## src/rtl/ppp_pkg.sv

```systemverilog
// ----------------------------------------------------------------------------
// ppp_pkg: shared types and constants for the perspective point projection
// Widths of the camera-space math, the delta item and the divider lanes.
// ----------------------------------------------------------------------------
package ppp_pkg;

    localparam int W_COORD = 16;
    localparam int W_DELTA = 17;
    localparam int W_PROD  = 33;
    localparam int W_ROT   = 35;
    localparam int W_NUM   = 48;
    localparam int W_BIG   = 50;
    localparam int W_DVS   = 37;
    localparam int W_Q     = 17;
    localparam int W_CFG   = 48;
    localparam int W_SMALL = 10;
    localparam int W_ADDR  = 3;

    typedef enum logic [W_ADDR-1:0] {
        REG_CAMERA = 3'd0,
        REG_ROW0   = 3'd1,
        REG_ROW1   = 3'd2,
        REG_ROW2   = 3'd3,
        REG_FOCAL  = 3'd4,
        REG_CX     = 3'd5,
        REG_CY     = 3'd6
    } t_reg_idx;

    typedef struct packed {
        logic signed [W_DELTA-1:0] dz;
        logic signed [W_DELTA-1:0] dy;
        logic signed [W_DELTA-1:0] dx;
    } t_delta;

    // one axis of the restoring divider
    typedef struct packed {
        logic [W_DVS-1:0] rem;
        logic [W_DVS-1:0] dvs;
        logic [W_Q-1:0]   qb;
        logic             ovf;
        logic             neg;
    } t_div;

    // zero-depth fallback values carried next to the divider
    typedef struct packed {
        logic              zero;
        logic [W_COORD-1:0] zx;
        logic [W_COORD-1:0] zy;
    } t_side;

    function automatic logic signed [W_COORD-1:0] lane(input logic [W_CFG-1:0] pkt,
                                                      input int k);
        return pkt[W_COORD*k +: W_COORD];
    endfunction

    function automatic t_div div_init(input logic signed [W_NUM-1:0] n,
                                      input logic [W_ROT-1:0] den);
        t_div                       d;
        logic [W_NUM-1:0]           m;
        logic [W_BIG-1:0]           big;
        logic [W_BIG-W_Q-1:0]       hi;
        m   = n[W_NUM-1] ? W_NUM'(-n) : W_NUM'(n);
        big = {1'b0, m, 1'b0} + W_BIG'(den);
        hi  = big[W_BIG-1:W_Q];
        d.dvs = {1'b0, den, 1'b0};
        d.ovf = W_DVS'(hi) >= d.dvs;
        d.rem = d.ovf ? '0 : W_DVS'(hi);
        d.qb  = big[W_Q-1:0];
        d.neg = n[W_NUM-1];
        return d;
    endfunction

    function automatic t_div div_step(input t_div a);
        t_div           d;
        logic [W_DVS:0] r2;
        logic           ge;
        r2 = {a.rem, a.qb[W_Q-1]};
        ge = r2 >= {1'b0, a.dvs};
        d = a;
        d.rem = ge ? W_DVS'(r2 - {1'b0, a.dvs}) : W_DVS'(r2);
        d.qb  = {a.qb[W_Q-2:0], ge};
        return d;
    endfunction

    function automatic logic [W_COORD-1:0] div_finish(input t_div a);
        logic [W_COORD-1:0] v;
        if (a.neg) begin
            if (a.ovf || a.qb > W_Q'(32768)) v = 16'h8000;
            else v = W_COORD'(W_Q'(0) - a.qb);
        end else begin
            if (a.ovf || a.qb > W_Q'(32767)) v = 16'h7fff;
            else v = a.qb[W_COORD-1:0];
        end
        return v;
    endfunction

endpackage

```

## src/rtl/ppp_front.sv

```systemverilog
// ----------------------------------------------------------------------------
// ppp_front: request intake
// Take a point, subtract the camera position and push the delta.
// ----------------------------------------------------------------------------
module ppp_front (
    input  logic                                i_valid,
    input  logic signed [ppp_pkg::W_COORD-1:0]  i_point_x,
    input  logic signed [ppp_pkg::W_COORD-1:0]  i_point_y,
    input  logic signed [ppp_pkg::W_COORD-1:0]  i_point_z,
    input  logic [ppp_pkg::W_CFG-1:0]           i_cam,
    input  logic                                i_full,
    output logic                                o_stall,
    output logic                                o_push,
    output ppp_pkg::t_delta                     o_delta
);

    assign o_stall = i_full;
    assign o_push  = i_valid && !i_full;

    always_comb begin
        o_delta.dx = ppp_pkg::W_DELTA'(i_point_x) - ppp_pkg::W_DELTA'(ppp_pkg::lane(i_cam, 0));
        o_delta.dy = ppp_pkg::W_DELTA'(i_point_y) - ppp_pkg::W_DELTA'(ppp_pkg::lane(i_cam, 1));
        o_delta.dz = ppp_pkg::W_DELTA'(i_point_z) - ppp_pkg::W_DELTA'(ppp_pkg::lane(i_cam, 2));
    end

endmodule

```

## config.mk

```make
export PLATFORM = sky130hd
export DESIGN_NAME = ppp_front
export DESIGN_NICKNAME = d
export VERILOG_FILES = /design/src/rtl/ppp_pkg.sv /design/src/rtl/ppp_front.sv
export SDC_FILE = /design/constraint.sdc
export NUM_CORES = 1
export LEC_CHECK = 0
export ABC_AREA = 0
export BUFFER_PORTS_ARGS = -buffer_cell sky130_fd_sc_hd__buf_2
export CORE_AREA = 10 10 82 84
export DETAILED_ROUTE_END_ITERATION = 10
export DIE_AREA = 0 0 92 94
export GPL_TIMING_DRIVEN = 0
export PLACE_DENSITY = 0.87
export RECOVER_POWER = 100
export SYNTH_ARGS = -nofsm -noshare
export SYNTH_HDL_FRONTEND = slang
export SYNTH_SLANG_ARGS = --single-unit
```

## constraint.sdc

```tcl
create_clock -name vclk -period 4
set_input_delay 0.4 -clock vclk [all_inputs]
set_output_delay 0.4 -clock vclk [all_outputs]
set_load 0.03 [all_outputs]
```

==> results by group <==
Setup path
  • Max stage delay on crit path: 0.41 ns
  • Critical path's slowest cell: fa_1
  • Crit path launch type: input port
  • Worst path required time: about 3.6 ns
  • Top delay family on crit path: compound AO/OA/AOI/OAI gates
  • CP endpoint kind: output port
  • Worst path bufs/invs: 3
  • WP data arrival: between 2 and 3 ns
  • Worst path cell trace: buf_2 > inv_1 > ha_1 > fa_1 > nand2b_1 > a21oi_1 > o21a_1 > a41oi_1 > a31oi_1 > xor2_1 > clkbuf_1
  • Crit path kind: input port to output port
  • Maximum fanout along the worst path: 3

GRT
  • Initial antenna violation count: 0
  • Vias in the first global route: 2832
  • First-pass GRT wire length: approximately 12000 um
  • Largest net degree at the start of global routing: 11
  • Total track usage: 15.5%
  • Total grt overflow: 0

STA
  • RSZ-0062 raised after global routing: false
  • Setup WS post-layout: around 0.83 ns
  • Tightest Pin Transition: 0.518 ns
  • Slew Viols, Final: 0
  • Final min period: 3.17 ns
  • Final setup violation count: 0
  • Fin crit share: about four fifths
  • Max-slew headroom: roughly 65%
  • Final TNS setup: 0 ns
  • Final hold vios: 0
  • FMAX: between 0.3 and 0.4 GHz

Routing
  • WL met3: just under 600 um
  • Final WL: ~7500 um
  • Max layer used: met4
  • Initial DRC count: 72
  • Via count: 2937
  • Met2 routed WL: roughly 3600 um
  • Detail Route Antenna Nets: 0
  • DRT Pass-1 Iters: 4
  • Number of remaining DRC errors: 0
  • Post-DR wirelength/cell: about 13 um
  • M1 wire length: about 3300 um
  • Vias per inst: just over 5

Yosys
  • Synth area leader: ha_1
  • Synth top area share: about 25%
  • Yosys Warn Count: 0
  • Synthesized net count: 499
  • Seq/Total Area, Yosys: 0%
  • Synth cell types: 54
  • Most numerous cell in the Yosys netlist: inv_1
  • Synth area leaders: ha_1 (25%), xnor2_1 (10%), inv_1 (9.7%)
  • Cell area after synthesis: 0.00241 mm^2
  • Syn_area_per_cell: between 6 and 7 um^2
  • Commonest cells in the netlist: inv_1 (62), ha_1 (48), a21oi_1 (36), xnor2_1 (28)
  • Post-Syn Instances: 350

Die
  • Ports: 151
  • Die width: approximately 92 um
  • Initial Util: between 40% and 50%
  • Core area: between 0.005 and 0.006 mm^2
  • Die height: between 90 and 100 um
  • FP Rows: 26
  • Area of the die: around 0.0086 mm^2

Finish
  • Area Overhead vs Synth: 32.2%
  • Nets: between 600 and 700
  • Clock buffers: 0
  • FF+latch area: 0 um^2
  • Antenna Diode Count: 0
  • Seq cells: 0
  • Share of layout cells above drive strength 1: between 20% and 30%

Placement
  • DPL Wire Length: 6830 um
  • RD Place Congestion: 0.934
  • PortBufs: about 150
  • Pre-CTS setup slack: 0.991 ns

Worst hold path
  • Hold WC Path Type: input port to output port

Pwr
  • Worst VDD drop: between 150 and 200 uV
  • Pleak: ~0.0017 uW
  • Power Density: 235 mW/mm^2

Clock tree
  • Hold_buf cts: 0
  • Post-CTS setup buffers: 0
  • Post-cts gate resize count: 0

Outcome
  • Run status: completed

Run
  • Max Cap Viol: 0
power by group:
part | switching, uW | internal (uW) | total [uW]
registers | 0 | 0 | 0
clock network | 0 | 0 | 0
logic | 494 | 253 | 747
total | 494 | 253 | 747
cells by family after synthesis:
kind of cell,count (synthesis),synth area share (%)
compound gates,116,32.5
simple gates,80,16.3
buf+inv,67,10.6
fa+ha+maj,51,27.5
xor+xnor,36,13.1
layer usage:
| metal | up-vias | global-route usage [%] |
|---|---|---|
| met5 | - | 0 |
| li1 | 1531 | - |
| met3 | 2 | 3.68 |
| met2 | 119 | 29.9 |
| met4 | 0 | 1.03 |
| met1 | 1285 | 17.5 |
cell type report:
class              count  area (um^2)
multi-input cells    283         2140
fillers              490         1890
well taps             70         87.6
inverters             64          240
plain buffers          3         15.0
repair buffers       151          699
cells in the final DEF, fill, tap and decap left out, types with 2 or more instances in the layout:
cell type and n:
a211oi_1 5, a21o_1 8, a21oi_1 36, a31oi_1 2, a41oi_1 2, buf_2 106, clkbuf_1 47, fa_1 3
ha_1 48, inv_1 62, inv_2 2, nand2_1 21, nand2b_1 6, nand3_1 6, nand4_1 2, nor2_1 21
nor2b_1 12, nor3_1 3, nor4_1 3, o211ai_1 4, o21a_1 10, o21ai_0 14, o21ai_1 9, o21bai_1 3
o31a_1 3, o31ai_1 2, xnor2_1 28, xor2_1 8
worst paths after layout:
path                startpoint           to  slack, ns  cells after the start
setup / recovery  i_point_x[0]  o_delta[14]       0.83                     11
hold / removal          i_full       o_push       1.15                      3
metrics by stage:
| stage | hold WS, ns | area (um^2) | util (%) | std cells | total power (uW) |
|---|---|---|---|---|---|
| floorplan | 0.910 | 2410 | - | 350 | 557 |
| global placement | 1.10 | 3250 | 64.0 | 571 | 759 |
| detailed placement | 1.10 | 3250 | 64.0 | 571 | 775 |
| CTS | 1.10 | 3250 | 64.0 | 571 | 778 |
| global route | 1.17 | 3180 | 62.7 | 571 | 813 |
| finish | 1.15 | 3180 | 62.7 | 571 | 747 |
(Power assumes the default switching activity.)
