**src/rtl/ppp_pkg.sv**
```systemverilog
// ----------------------------------------------------------------------------
// ppp_pkg: shared types and constants for the perspective point projection
// Widths of the camera-space math, the delta item and the divider lanes.
// ----------------------------------------------------------------------------
package ppp_pkg;

    localparam int W_COORD = 16;
    localparam int W_DELTA = 17;
    localparam int W_PROD  = 33;
    localparam int W_ROT   = 35;
    localparam int W_NUM   = 48;
    localparam int W_BIG   = 50;
    localparam int W_DVS   = 37;
    localparam int W_Q     = 17;
    localparam int W_CFG   = 48;
    localparam int W_SMALL = 10;
    localparam int W_ADDR  = 3;

    typedef enum logic [W_ADDR-1:0] {
        REG_CAMERA = 3'd0,
        REG_ROW0   = 3'd1,
        REG_ROW1   = 3'd2,
        REG_ROW2   = 3'd3,
        REG_FOCAL  = 3'd4,
        REG_CX     = 3'd5,
        REG_CY     = 3'd6
    } t_reg_idx;

    typedef struct packed {
        logic signed [W_DELTA-1:0] dz;
        logic signed [W_DELTA-1:0] dy;
        logic signed [W_DELTA-1:0] dx;
    } t_delta;

    // one axis of the restoring divider
    typedef struct packed {
        logic [W_DVS-1:0] rem;
        logic [W_DVS-1:0] dvs;
        logic [W_Q-1:0]   qb;
        logic             ovf;
        logic             neg;
    } t_div;

    // zero-depth fallback values carried next to the divider
    typedef struct packed {
        logic              zero;
        logic [W_COORD-1:0] zx;
        logic [W_COORD-1:0] zy;
    } t_side;

    function automatic logic signed [W_COORD-1:0] lane(input logic [W_CFG-1:0] pkt,
                                                      input int k);
        return pkt[W_COORD*k +: W_COORD];
    endfunction

    function automatic t_div div_init(input logic signed [W_NUM-1:0] n,
                                      input logic [W_ROT-1:0] den);
        t_div                       d;
        logic [W_NUM-1:0]           m;
        logic [W_BIG-1:0]           big;
        logic [W_BIG-W_Q-1:0]       hi;
        m   = n[W_NUM-1] ? W_NUM'(-n) : W_NUM'(n);
        big = {1'b0, m, 1'b0} + W_BIG'(den);
        hi  = big[W_BIG-1:W_Q];
        d.dvs = {1'b0, den, 1'b0};
        d.ovf = W_DVS'(hi) >= d.dvs;
        d.rem = d.ovf ? '0 : W_DVS'(hi);
        d.qb  = big[W_Q-1:0];
        d.neg = n[W_NUM-1];
        return d;
    endfunction

    function automatic t_div div_step(input t_div a);
        t_div           d;
        logic [W_DVS:0] r2;
        logic           ge;
        r2 = {a.rem, a.qb[W_Q-1]};
        ge = r2 >= {1'b0, a.dvs};
        d = a;
        d.rem = ge ? W_DVS'(r2 - {1'b0, a.dvs}) : W_DVS'(r2);
        d.qb  = {a.qb[W_Q-2:0], ge};
        return d;
    endfunction

    function automatic logic [W_COORD-1:0] div_finish(input t_div a);
        logic [W_COORD-1:0] v;
        if (a.neg) begin
            if (a.ovf || a.qb > W_Q'(32768)) v = 16'h8000;
            else v = W_COORD'(W_Q'(0) - a.qb);
        end else begin
            if (a.ovf || a.qb > W_Q'(32767)) v = 16'h7fff;
            else v = a.qb[W_COORD-1:0];
        end
        return v;
    endfunction

endpackage

```
**src/rtl/ppp_queue.sv**
```systemverilog
// ----------------------------------------------------------------------------
// ppp_queue: delta queue
// Small register FIFO between intake and the projection pipeline.
// ----------------------------------------------------------------------------
module ppp_queue #(
    parameter int DEPTH = 4
) (
    input  logic            i_clk,
    input  logic            i_rst_n,
    input  logic            i_push,
    input  ppp_pkg::t_delta i_data,
    input  logic            i_pop,
    output logic            o_full,
    output logic            o_valid,
    output ppp_pkg::t_delta o_data
);

    localparam int W_PTR = (DEPTH > 1) ? $clog2(DEPTH) : 1;
    localparam int W_CNT = $clog2(DEPTH + 1);

    ppp_pkg::t_delta  r_mem [DEPTH];
    logic [W_PTR-1:0] r_wr;
    logic [W_PTR-1:0] r_rd;
    logic [W_CNT-1:0] r_cnt;
    logic             do_pop;

    assign o_full  = r_cnt == W_CNT'(DEPTH);
    assign o_valid = r_cnt != '0;
    assign o_data  = r_mem[r_rd];
    assign do_pop  = i_pop && o_valid;

    always_ff @(posedge i_clk) begin
        if (i_push) begin
            r_mem[r_wr] <= i_data;
        end
    end

    always_ff @(posedge i_clk) begin
        if (!i_rst_n) begin
            r_wr  <= '0;
            r_rd  <= '0;
            r_cnt <= '0;
        end else begin
            if (i_push) begin
                r_wr <= (r_wr == W_PTR'(DEPTH - 1)) ? '0 : r_wr + 1'b1;
            end
            if (do_pop) begin
                r_rd <= (r_rd == W_PTR'(DEPTH - 1)) ? '0 : r_rd + 1'b1;
            end
            if (i_push && !do_pop) r_cnt <= r_cnt + 1'b1;
            else if (!i_push && do_pop) r_cnt <= r_cnt - 1'b1;
        end
    end

endmodule

```
**config.mk**
```make
export PLATFORM = sky130hd
export DESIGN_NAME = ppp_queue
export DESIGN_NICKNAME = d
export VERILOG_FILES = /design/src/rtl/ppp_pkg.sv /design/src/rtl/ppp_queue.sv
export SDC_FILE = /design/constraint.sdc
export NUM_CORES = 1
export LEC_CHECK = 0
export BUFFER_PORTS_ARGS = -buffer_cell sky130_fd_sc_hd__buf_2
export CAP_MARGIN = 15
export CORE_ASPECT_RATIO = 0.7
export CORE_MARGIN = 2
export CORE_UTILIZATION = 40
export DETAILED_ROUTE_END_ITERATION = 10
export GPL_TIMING_DRIVEN = 0
export PLACE_DENSITY_LB_ADDON = 0.08
export SYNTH_ARGS = -nofsm -noshare
export SYNTH_HDL_FRONTEND = slang
export SYNTH_SLANG_ARGS = --single-unit
```
**constraint.sdc**
```tcl
create_clock -name i_clk -period 3.7 [get_ports i_clk]
set_input_delay 0 -clock i_clk [delete_from_list [all_inputs] [get_ports i_clk]]
set_output_delay 0 -clock i_clk [all_outputs]
set_load 0.05 [all_outputs]
```
==> results by group, run 1 <==
Timing
  – Sum Neg Setup Slack: 0 ns
  – Tmin final: approximately 2.4 ns
  – Worst Clk Skew: around 0.0066 ns
  – Share of the clock period used by the worst path: 0.643
  – Final hold slack: approximately 0.26 ns
  – RSZ-0062 raised after global routing: no
  – Maximum clock rate: ~420 MHz
  – Max-slew violations: 0
  – Hold violation count in the final report: 0
  – Max_slew headroom: 0.427
  – Transition time of the tightest slew-check pin: ~0.86 ns
  – Setup violations, final: 0

Synth
  – Number of synthesized flops with an enable pin: around 200
  – Post-synth net total: ~380
  – Proportion of synthesized flip-flops having asynchronous set or reset: 0
  – Yosys Warn Count: 0
  – Area fraction of the dominant cell type after synthesis: 0.778
  – Top cell types by occurrence after synthesis: 204 x sky130_fd_sc_hd__edfxtp_1, 50 x sky130_fd_sc_hd__mux4_2, 9 x sky130_fd_sc_hd__dfxtp_1, 6 x sky130_fd_sc_hd__ha_1
  – Post-synthesis cell area: 7880 um2
  – Cells after Synth: 313
  – Number of distinct library cells after synthesis: 24
  – Cell types occupying the most area after synthesis: sky130_fd_sc_hd__edfxtp_1 78%, sky130_fd_sc_hd__mux4_2 14%, sky130_fd_sc_hd__dfxtp_1 2.3%
  – Most frequently used cell type in the post-synthesis netlist: sky130_fd_sc_hd__edfxtp_1
  – Dominant cell type by area after synthesis: sky130_fd_sc_hd__edfxtp_1
  – Most instantiated flip-flop cell in the synthesis netlist: sky130_fd_sc_hd__edfxtp_1
  – Fraction of the yosys area taken by sequential cells: 0.801
  – Average cell area after synthesis: between 20 and 30 um2
  – Seq cells post-synth: between 200 and 250

CTS
  – Root Driver: sky130_fd_sc_hd__clkbuf_16
  – Number of setup buffers added after CTS: 0
  – CTS tree: yes
  – Clock buffer count from CTS: 22
  – Total number of H-tree levels: 1
  – Count of hold buffers inserted by post-cts repair: between 50 and 60
  – Latest clock arrival within the worst-skew pair: approximately 0.5 ns
  – Clock sink count: about 210
  – Clock buffer depth: 3
  – Clock-pin slew reported for the worst setup and hold paths after clock tree synthesis: about 0.06 ns
  – Number of resized instances in the post-cts repair step: 0

Critical path
  – CP endpoint: r_cnt[2]
  – Worst setup path startpoint: r_cnt[0]
  – Required time at the endpoint of the critical path: between 4 and 5 ns
  – Logic depth of the worst register-to-register path: 7
  – Path type of the worst setup path: register to register
  – Max Fanout on Critical Path: 5
  – End of the worst register-to-register path: r_cnt[2]
  – Kind of end point of the critical path: register
  – Critical path launch point type: register
  – Reg-to-reg critical path startpoint: r_cnt[0]
  – WP data arrival: 2.80 ns
  – Reg2Reg Setup Slack: ~1.3 ns

Worst hold path
  – Class of the most critical hold timing path: input pin to register

Route
  – Via density: roughly 4.8
  – Number of DRC markers in iteration 0: approximately 280
  – Final ANT Viol Nets: 0
  – Wirelength, routed: 14200 um
  – First drt pass iteration count: 4
  – Detailed-route DRC error count: 0
  – Average wire length per cell after detail routing: roughly 18 um
  – Via Count: approximately 3700

Placement
  – Total of buffers placed on input and output ports: approximately 110
  – Total half-perimeter wirelength after legalization and detailed placement: 7960 um
  – Weighted congestion at the end of routability-driven global placement: ~0.7

Finish
  – Total number of nets in the final design: 560
  – Total inserted antenna cells: 0
  – Share of final-layout standard cells stronger than drive strength 1: 0.393
  – Layout-stage area growth over the synthesis result: 26.6%
  – Number of fill cells: 1569
  – Utilization after layout: 0.523

Die
  – Row cnt: 42
  – Horizontal die dimension: about 170 um
  – Die Ht: 121 um
  – Std-Cell Core Area: 19100 um2
  – I/O pin cnt: roughly 110
  – Area of the die: approximately 21000 um2
  – Effective utilization at floorplan: 0.413

Power
  – Static power due to leakage: 0.00341 uW
  – Power density cells: ~690 nW/um2
  – Max rail drop VDD: about 0.36 mV

GRT
  – Via count of the first global-routing pass: 4028
  – First-pass GRT wire length: approximately 22000 um
  – Sum of overflow across all layers after global routing: 0
  – Global router's overall resource usage: 0.140
  – Maximum number of pins on one net before global-route repair: 52
  – Number of antenna violations at the first check in global routing: 0

Run
  – Count of maximum capacitance violations: 0

Run status
  – Outcome: complete, no violations
==> how the worst min path moves through the flow <==
stage	slack (ns)	from	end	cells past startpoint
floorplan	0.1	i_data[0]	r_mem[0][0]	0
global placement	0.21	i_data[47]	r_mem[0][47]	1
detailed placement	0.22	i_data[15]	r_mem[1][15]	1
CTS	0.23	i_data[29]	r_mem[1][29]	2
global route	0.25	i_data[18]	r_mem[0][18]	2
finish	0.26	i_data[37]	r_mem[2][37]	2
==> through the flow <==
| stage | instance area, um2 | total power, uW | instances | setup slack [ns] |
|---|---|---|---|---|
| after global routing | 9970 | 7150 | 778 | 1.16 |
| final | 9970 | 6870 | 778 | 1.32 |
| after detailed placement | 8750 | 4850 | 684 | 1.32 |
| after floorplan | 7880 | 4430 | 313 | 1.52 |
| after CTS | 9970 | 6970 | 778 | 1.31 |
| after global placement | 8740 | 4840 | 684 | 0.442 |
==> metal layers <==
layer,vias to the layer above,GRT usage,share of wire
li1,1700,-,-
met1,1893,0.191,0.45
met2,97,0.229,0.48
met3,16,0.0329,0.054
met4,0,0.0362,0.017
met5,-,0,0
==> cell usage in the layout (no fill, tap or decap), types with 4 or more instances in the layout <==
cell and count:
sky130_fd_sc_hd__dlygate4sd3_1 54, sky130_fd_sc_hd__and2_4 4, sky130_fd_sc_hd__clkbuf_16 23, sky130_fd_sc_hd__clkinv_1 4, sky130_fd_sc_hd__clkbuf_1 6, sky130_fd_sc_hd__ha_1 6, sky130_fd_sc_hd__buf_2 112, sky130_fd_sc_hd__clkinv_2 4
sky130_fd_sc_hd__buf_12 5, sky130_fd_sc_hd__dfxtp_1 9, sky130_fd_sc_hd__edfxtp_1 204, sky130_fd_sc_hd__mux4_2 50
==> logic make-up after synthesis <==
group,count (synthesis),share of synthesized area
multiplexers,54,0.150
AND/OR/NAND/NOR,17,0.0121
buffers and inverters,15,0.0192
XOR/XNOR,2,0.00222
AO/OA/AOI/OAI,5,0.00381
adder cells (fa/ha/maj),7,0.0121
flip-flops,213,0.801
==> critical path: stages (launching register included) <==
cell and delay, ns:
sky130_fd_sc_hd__dfxtp_1 0.36, sky130_fd_sc_hd__o31ai_1 0.59, sky130_fd_sc_hd__ha_1 0.30, sky130_fd_sc_hd__inv_1 0.06, sky130_fd_sc_hd__fa_1 0.37, sky130_fd_sc_hd__xor2_1 0.18, sky130_fd_sc_hd__or3_1 0.30, sky130_fd_sc_hd__a21boi_0 0.15
==> cell type report <==
cell class,instances,area (um2),share of cell area
timing repair buffer,161,1080,0.108
tap,264,330,0.0331
clock inverter,11,81.3,0.00815
buffer,12,140,0.0141
multi-input combinational,85,1430,0.143
inverter,3,11.3,0.00113
clock buffer,29,598,0.0600
sequential,213,6310,0.632
==> power by group <==
part           switching [uW]  internal (uW)  leakage, uW
Sequential               42.5           2780      0.00195
Clock                     845           1210     0.000331
Combinational            1290            700      0.00114
Total                    2180           4690      0.00341
==> state kept, by name, summed over array words and instances, names as in the netlist, named ones only <==
signal and flops:
r_rd 2, r_mem 204, r_cnt 3, r_wr 2
No activity file was read; power rests on OpenSTA's default activity.
==> inputs of run 2 (changes only) <==
--- a/config.mk
+++ b/config.mk
@@ -5,6 +5,7 @@
 export SDC_FILE = /design/constraint.sdc
 export NUM_CORES = 1
 export LEC_CHECK = 0
+export ABC_AREA = 1
 export BUFFER_PORTS_ARGS = -buffer_cell sky130_fd_sc_hd__buf_2
 export CAP_MARGIN = 15
 export CORE_ASPECT_RATIO = 0.7
==> constraint.sdc (replaced) <==
create_clock -name i_clk -period 2.3 [get_ports i_clk]
set_input_delay 0 -clock i_clk [delete_from_list [all_inputs] [get_ports i_clk]]
set_output_delay 0 -clock i_clk [all_outputs]
set_load 0.05 [all_outputs]
==> results by group, run 2 <==
Die
  – Area of the die: 21300 um2 (+2.4%)
  – Die Ht: 123 um (+1.2%)
  – I/O pin cnt: 108 (unchanged)
  – Row cnt: 43 (+2.4%)
  – Std-Cell Core Area: 19800 um2 (+3.8%)
  – Horizontal die dimension: 174 um (+1.2%)
  – Effective utilization at floorplan: 0.408 (-0.00542)

CTS
  – Clock buffer depth: 3 (unchanged)
  – CTS tree: yes
  – Latest clock arrival within the worst-skew pair: 0.49 ns (about the same)
  – Clock sink count: 213 (unchanged)
  – Clock-pin slew reported for the worst setup and hold paths after clock tree synthesis: 0.06 ns (about the same)
  – Total number of H-tree levels: 1 (unchanged)
  – Clock buffer count from CTS: 22 (unchanged)
  – Root Driver: sky130_fd_sc_hd__clkbuf_16

Power
  – Sw Ratio: 0.388 (+0.0703)
  – Combinational power share: 0.364 (+0.074)
  – Clock network power share: 0.278 (-0.021)
  – Power density cells: 1240 nW/um2 (+80%)
  – Relative contribution of sequential cells to total power: 0.358 (-0.053)
  – Cell Int Power: 7790 uW (+66%)
  – Max rail drop VDD: 0.800 mV (+120%)
  – Static power due to leakage: 0.00374 uW (+9.4%)
  – Net switching power: 4930 uW (+130%)

Critical path
  – Critical path launch point type: register
  – WP data arrival: 2.10 ns (-0.70 ns)
  – Logic depth of the worst register-to-register path: 5 (-2)
  – Reg-to-reg critical path startpoint: r_wr[0]
  – Kind of end point of the critical path: primary output
  – End of the worst register-to-register path: r_mem[2][31]
  – Reg2Reg Setup Slack: 0.48 ns (-0.84 ns)
  – Required time at the endpoint of the critical path: 2.30 ns (-1.82 ns)
  – Path type of the worst setup path: register to primary output
  – Max Fanout on Critical Path: 10 (+5)

Finish
  – Layout-stage area growth over the synthesis result: 27.5%
  – Total number of nets in the final design: 808 (+44%)
  – Number of fill cells: 1710 (+9.0%)
  – Area of combinational cells with multiple inputs: 1460 um2 (+1.8%)
  – Utilization after layout: 0.520 (-0.00324)
  – Largest register by flop count: r_mem
  – Largest registers in the final layout: r_mem (204), r_cnt (3)
  – Commonest cells after routing, fill and taps aside: 204 x sky130_fd_sc_hd__edfxtp_1, 113 x sky130_fd_sc_hd__buf_2, 112 x sky130_fd_sc_hd__nor2_1
  – Register Area: 6310 um2 (unchanged)
  – Share of final-layout standard cells stronger than drive strength 1: 0.228 (-0.165)
  – Flip-flop count of the largest register after layout: 204 (unchanged)
  – Leading cell type in the layout, fill and taps excluded: sky130_fd_sc_hd__edfxtp_1
  – Total inserted antenna cells: 0 (unchanged)

Worst hold path
  – Number of cells traversed by the worst hold path: 2 (unchanged)
  – Hold path startpoint: i_data[16]
  – Class of the most critical hold timing path: input pin to register
  – Endpoint with the worst hold slack: r_mem[0][16]

Synth
  – Fraction of the yosys area taken by sequential cells: 0.782 (-0.0190)
  – Top cell types by occurrence after synthesis: 204 x sky130_fd_sc_hd__edfxtp_1, 112 x sky130_fd_sc_hd__nor2_1, 60 x sky130_fd_sc_hd__o21ai_1, 51 x sky130_fd_sc_hd__o22ai_1, 44 x sky130_fd_sc_hd__o21ai_0
  – Dominant cell type by area after synthesis: sky130_fd_sc_hd__edfxtp_1
  – Proportion of synthesized flip-flops having asynchronous set or reset: 0 (unchanged)
  – Post-synthesis cell area: 8070 um2 (+2.4%)
  – Average cell area after synthesis: 14.5 um2 (-42%)
  – Number of synthesized flops with an enable pin: 204 (unchanged)
  – Cell types occupying the most area after synthesis: sky130_fd_sc_hd__edfxtp_1 76%, sky130_fd_sc_hd__nor2_1 5.2%, sky130_fd_sc_hd__o22ai_1 4.0%
  – Number of distinct library cells after synthesis: 22 (-8.3%)
  – Yosys Warn Count: 0 (unchanged)
  – Most instantiated flip-flop cell in the synthesis netlist: sky130_fd_sc_hd__edfxtp_1
  – Most frequently used cell type in the post-synthesis netlist: sky130_fd_sc_hd__edfxtp_1
  – Area fraction of the dominant cell type after synthesis: 0.759 (-0.0184)
  – Post-synth net total: 619 (+65%)
  – Seq cells post-synth: 213 (unchanged)
  – Cells after Synth: 557 (+78%)

Timing
  – Max_slew headroom: 0.521 (+0.0934)
  – Maximum clock rate: approximately 480 MHz
  – Tmin final: between 2 and 2.5 ns
  – Worst path setup slack after routing: 0.200 ns (-1.12 ns)
  – Setup violations, final: 0 (unchanged)
  – Transition time of the tightest slew-check pin: 0.718 ns (-0.141 ns)
  – Max-slew violations: 0 (unchanged)
  – Hold violation count in the final report: 0 (unchanged)
  – RSZ-0062 raised after global routing: no
  – Worst Clk Skew: 0.0121 ns (+0.00551 ns)
  – Final hold slack: 0.250 ns (-0.00691 ns)
  – Share of the clock period used by the worst path: 0.913

Run
  – Count of maximum capacitance violations: 0 (unchanged)

Route
  – Via density: 4.95 (+3.9%)
  – Average wire length per cell after detail routing: 18.4 um (+1.0%)
  – Via Count: 5109 (+38%)
  – Final ANT Viol Nets: 0 (unchanged)
  – First drt pass iteration count: 4 (unchanged)
  – Wirelength, routed: 19000 um (+34%)
  – Detailed-route DRC error count: 0 (unchanged)
  – Number of DRC markers in iteration 0: 270 (-4.9%)

GRT
  – First-pass GRT wire length: 28400 um (+31%)
  – Global router's overall resource usage: 0.177 (+0.0372)
  – Via count of the first global-routing pass: 5170 (+28%)
  – Maximum number of pins on one net before global-route repair: 28 (-46%)
  – Sum of overflow across all layers after global routing: 0 (unchanged)
  – Number of antenna violations at the first check in global routing: 0 (unchanged)

Placement
  – Total half-perimeter wirelength after legalization and detailed placement: 11400 um (+43%)
  – Weighted congestion at the end of routability-driven global placement: 0.724 (+4.4%)
  – Total of buffers placed on input and output ports: 107 (unchanged)
  – Setup Slack @ Placement: 0.481 ns (-0.834 ns)

Run status
  – Outcome: complete, no violations
run 2: cell count changes in the layout (fill, tap and decap cells not counted), moves of 6 or more:
cell,delta
sky130_fd_sc_hd__inv_1,+7
sky130_fd_sc_hd__o22ai_1,+51
sky130_fd_sc_hd__nor2_1,+110
sky130_fd_sc_hd__mux4_2,-50
sky130_fd_sc_hd__buf_6,+12
sky130_fd_sc_hd__nand2_1,+11
sky130_fd_sc_hd__o21ai_1,+60
sky130_fd_sc_hd__inv_2,+6
sky130_fd_sc_hd__o21ai_0,+41
run 2: cell type report:
type	count	share of cell area
flip-flops and latches	213	0.613
multi-input cells	296	0.142
repair buffers	165	0.112
clock buffers	31	0.0589
well taps	270	0.0328
plain buffers	32	0.0243
clock inverters	9	0.0112
inverters	16	0.00584
run 2: through the flow:
step	TNS (ns)	std cells	area, um2	power [uW]
after floorplan	0	557	8070	7950
after global placement	-127.09	934	8940	9150
after detailed placement	0	938	9020	9220
after CTS	0	1032	10300	12800
after global routing	0	1032	10300	13300
final	0	1032	10300	12700
run 2: cells by family after synthesis:
| kind of cell | count (synthesis) | share of synthesized area |
|---|---|---|
| compound gates | 158 | 0.106 |
| xor+xnor | 1 | 0.00109 |
| fa+ha+maj | 7 | 0.0118 |
| buf+inv | 48 | 0.0380 |
| flops | 213 | 0.782 |
| simple gates | 130 | 0.0617 |
run 2: per-layer routing:
| layer | vias up | wire [um] | global-route usage |
|---|---|---|---|
| met1 | 2490 | 8940 | 0.243 |
| met2 | 139 | 8740 | 0.296 |
| met3 | 21 | 998 | 0.0344 |
| li1 | 2459 | - | - |
| met4 | 0 | 330 | 0.0415 |
| met5 | - | 0 | 0 |
run 2: worst max-delay path: stages (launching register included):
cell and delay (ns):
sky130_fd_sc_hd__dfxtp_1 0.38, sky130_fd_sc_hd__inv_2 0.15, sky130_fd_sc_hd__clkbuf_1 0.46, sky130_fd_sc_hd__o21ai_1 0.14, sky130_fd_sc_hd__o22ai_1 0.18, sky130_fd_sc_hd__buf_2 0.30
run 2: worst max-delay path by stage:
stage                         from          end  cells after the start
after floorplan            r_wr[0]  r_mem[3][0]                      3
after global placement     r_wr[0]  r_mem[3][3]                      3
after detailed placement   r_wr[0]  r_mem[0][5]                      5
after CTS                 register   o_data[22]                      5
after global routing      register   o_data[10]                      5
final                     register    o_data[4]                      5
run 2: power groups by stage:
stage / Combinational [uW] / Clock, uW / Sequential (uW)
2_1_floorplan: 3330 / 0 / 4620
3_3_place_gp: 4510 / 0 / 4640
3_5_place_dp: 4580 / 0 / 4640
4_1_cts: 4660 / 3620 / 4560
5_1_grt: 4940 / 3780 / 4580
6_report: 4630 / 3540 / 4560
run 2: timing repair:
item / CTS / global route
hold endpoints to repair: 213 / 0
endpoints found under the setup margin: 0 / 13
hold buffers: 54 / 0
buffers inserted: 0 / 0
resized for setup: 0 / 6
==> inputs of run 3 (changes only) <==
--- a/config.mk
+++ b/config.mk
@@ -11,9 +11,11 @@
 export CORE_ASPECT_RATIO = 0.7
 export CORE_MARGIN = 2
 export CORE_UTILIZATION = 40
+export CTS_CLUSTER_SIZE = 14
 export DETAILED_ROUTE_END_ITERATION = 10
 export GPL_TIMING_DRIVEN = 0
 export PLACE_DENSITY_LB_ADDON = 0.08
+export SETUP_SLACK_MARGIN = 0.1
 export SYNTH_ARGS = -nofsm -noshare
 export SYNTH_HDL_FRONTEND = slang
 export SYNTH_SLANG_ARGS = --single-unit
==> constraint.sdc (replaced) <==
create_clock -name i_clk -period 2.3 [get_ports i_clk]
set_input_delay 0.345 -clock i_clk [delete_from_list [all_inputs] [get_ports i_clk]]
set_output_delay 0.345 -clock i_clk [all_outputs]
set_load 0.05 [all_outputs]
==> results by group, run 3 (synthesis gave the netlist of run 2 again) <==
Critical path
  – Slowest cell delay on critical path: 0.34 ns (-0.12 ns)
  – Cell class contributing the biggest share of worst-path delay: buffers and inverters
  – Max Fanout on Critical Path: 10 (unchanged)
  – Number of buffer and inverter stages on the critical path: 4 (+1)
  – Reg-to-reg critical path startpoint: r_wr[0]
  – Most frequent cell on the critical path: sky130_fd_sc_hd__buf_6
  – Kind of end point of the critical path: primary output
  – WP data arrival: 1.77 ns (-0.33 ns)
  – Worst-path cell chain: inv_2, buf_6, buf_6, nor2_1, o22ai_1, buf_2
  – Path type of the worst setup path: register to primary output
  – Required time at the endpoint of the critical path: 1.96 ns (-0.34 ns)
  – Critical path launch point type: register
  – Highest-delay cell along the critical path: sky130_fd_sc_hd__dfxtp_2

Worst hold path
  – Hold path startpoint: i_data[15]
  – Class of the most critical hold timing path: input pin to register

CTS
  – Root Driver: sky130_fd_sc_hd__clkbuf_16
  – Clock-pin slew reported for the worst setup and hold paths after clock tree synthesis: 0.06 ns (about the same)
  – Clock buffer count from CTS: 22 (unchanged)
  – Total number of H-tree levels: 1 (unchanged)
  – CTS tree: yes
  – Clock sink count: 213 (unchanged)
  – Latest clock arrival within the worst-skew pair: 0.49 ns (about the same)
  – Clock buffer depth: 3 (unchanged)

Power
  – Cell Int Power: 7940 uW (+1.9%)
  – Power density cells: 1300 nW/um2 (+5.4%)
  – Combinational power share: 0.372 (+0.008)
  – Clock network power share: 0.274 (-0.004)
  – Sw Ratio: 0.384 (-0.00334)
  – Static power due to leakage: 0.00357 uW (-4.6%)
  – Post-route total power: 12900 uW (+1.3%)
  – Net switching power: 4960 uW (+0.47%)
  – Max rail drop VDD: 0.847 mV (+5.8%)
  – Relative contribution of sequential cells to total power: 0.354 (-0.004)

Finish
  – Largest register by flop count: r_mem
  – Layout-stage area growth over the synthesis result: 22.6%
  – Largest registers in the final layout: r_mem (204), r_cnt (3)
  – Total number of nets in the final design: 754 (-6.7%)
  – Flip-flop count of the largest register after layout: 204 (unchanged)
  – Share of final-layout standard cells stronger than drive strength 1: 0.263 (+0.0344)
  – Final non-filler cell area: 9890 um2 (-3.8%)
  – Commonest cells after routing, fill and taps aside: 204 x sky130_fd_sc_hd__edfxtp_1, 112 x sky130_fd_sc_hd__nor2_1, 84 x sky130_fd_sc_hd__buf_2
  – Utilization after layout: 0.500 (-0.0199)
  – Leading cell type in the layout, fill and taps excluded: sky130_fd_sc_hd__edfxtp_1
  – Number of fill cells: 1756 (+2.7%)

Run status
  – Outcome: complete, no violations

Timing
  – Transition time of the tightest slew-check pin: 0.729 ns (+0.0112 ns)
  – Maximum clock rate: 474 MHz (-0.49%)
  – Worst Clk Skew: 0.00919 ns (-0.00294 ns)
  – Tmin final: 2.11 ns (+0.0102 ns)
  – Max-slew violations: 0 (unchanged)
  – RSZ-0062 raised after global routing: yes
  – Sum Neg Setup Slack: 0 ns (unchanged)
  – Setup violations, final: 0 (unchanged)
  – Worst path setup slack after routing: 0.189 ns (-0.0102 ns)
  – Max_slew headroom: 0.513 (-0.00750)
  – Share of the clock period used by the worst path: 0.918 (+0.00445)
  – Hold violation count in the final report: 0 (unchanged)

Placement
  – Setup Slack @ Placement: 0.248 ns (-0.234 ns)
  – Total half-perimeter wirelength after legalization and detailed placement: 11400 um (unchanged)
  – Total of buffers placed on input and output ports: 107 (unchanged)
  – Weighted congestion at the end of routability-driven global placement: 0.724 (unchanged)
  – Placed Area: 9020 um2 (unchanged)

Die
  – Row cnt: 43 (unchanged)
  – Effective utilization at floorplan: 0.408 (unchanged)
  – I/O pin cnt: 108 (unchanged)
  – Std-Cell Core Area: 19800 um2 (unchanged)
  – Area of the die: 21300 um2 (unchanged)
  – Die Ht: 123 um (unchanged)
  – Horizontal die dimension: 174 um (unchanged)

GRT
  – Maximum number of pins on one net before global-route repair: 28 (unchanged)
  – Sum of overflow across all layers after global routing: 0 (unchanged)
  – Global router's overall resource usage: 0.175 (-0.00247)
  – First-pass GRT wire length: 27800 um (-1.9%)
  – Via count of the first global-routing pass: 4990 (-3.5%)
  – Number of antenna violations at the first check in global routing: 2 (+2)

Route
  – Number of DRC markers in iteration 0: 260 (-3.7%)
  – Average wire length per cell after detail routing: 19.1 um (+3.9%)
  – Via density: 4.99 (+0.71%)
  – Wirelength, routed: 18800 um (-1.3%)
  – Via Count: 4886 (-4.4%)
  – Final ANT Viol Nets: 0 (unchanged)
  – Detailed-route DRC error count: 0 (unchanged)
  – First drt pass iteration count: 4 (unchanged)

Run
  – Count of maximum capacitance violations: 0 (unchanged)
[run 3: changes by cell type in the layout (fill, tap and decap cells not counted), moves of 3 or more]
cell and delta:
sky130_fd_sc_hd__dlygate4sd3_1 -54, sky130_fd_sc_hd__buf_2 -29, sky130_fd_sc_hd__buf_4 +25, sky130_fd_sc_hd__clkbuf_4 +9, sky130_fd_sc_hd__o22ai_1 -7, sky130_fd_sc_hd__o22ai_2 +7, sky130_fd_sc_hd__clkbuf_1 -3, sky130_fd_sc_hd__clkbuf_2 -3
[run 3: per-layer routing]
layer	part of all wire	global-route usage	wire [um]
met1	0.47	0.239	8800
met2	0.46	0.288	8610
met3	0.054	0.0400	1010
met4	0.018	0.0410	331
met5	0.00069	0	13
[run 3: area by class of cell]
cell class | instances | area (um2) | share of cell area
Antenna cell | 2 | 5.00 | 0.000506
Tap cell | 270 | 338 | 0.0341
Multi-Input combinational cell | 296 | 1500 | 0.152
Sequential cell | 213 | 6310 | 0.638
Timing Repair Buffer | 111 | 682 | 0.0689
Inverter | 16 | 60.1 | 0.00607
Clock inverter | 9 | 115 | 0.0116
Buffer | 32 | 279 | 0.0282
Clock buffer | 31 | 606 | 0.0612
[run 3: metrics by stage]
stage | hold slack (ns) | instances
after global routing | 0.0467 | 978
after floorplan | 0.444 | 557
after detailed placement | 0.517 | 938
after CTS | 0.0428 | 978
after global placement | 0.503 | 934
final | 0.0615 | 980
[run 3: worst reg2reg max path, delay by kind of cell (launching register included)]
family,cells,cell delay [ns]
buffers and inverters,3,0.92
flip-flops,1,0.35
adder cells (fa/ha/maj),1,0.14
AND/OR/NAND/NOR,1,0.06
[run 3: power groups by stage]
stage	clock (uW)	sequential [uW]	combinational, uW
after global routing	3780	4580	5110
after global placement	0	4640	4510
after detailed placement	0	4640	4580
after CTS	3620	4560	4780
after floorplan	0	4620	3330
final	3540	4560	4800
[run 3: worst paths after layout]
kind | slack, ns | cells after the start | end
worst max register to register | 0.49 | 5 | r_mem[2][31]
worst min-delay path | 0.06 | 1 | r_mem[3][15]
worst max-delay path | 0.19 | 6 | o_data[41]
worst min register to register | 0.52 | 2 | register
[run 3: what timing repair did]
| item | in CTS | in global routing |
|---|---|---|
| resized for setup | 39 | 18 |
| hold buffers | 0 | 0 |
| buffers inserted | 0 | 0 |
| gates cloned | 0 | 0 |
| pin swaps | 0 | 1 |
| setup endpoints to repair | 51 | 50 |
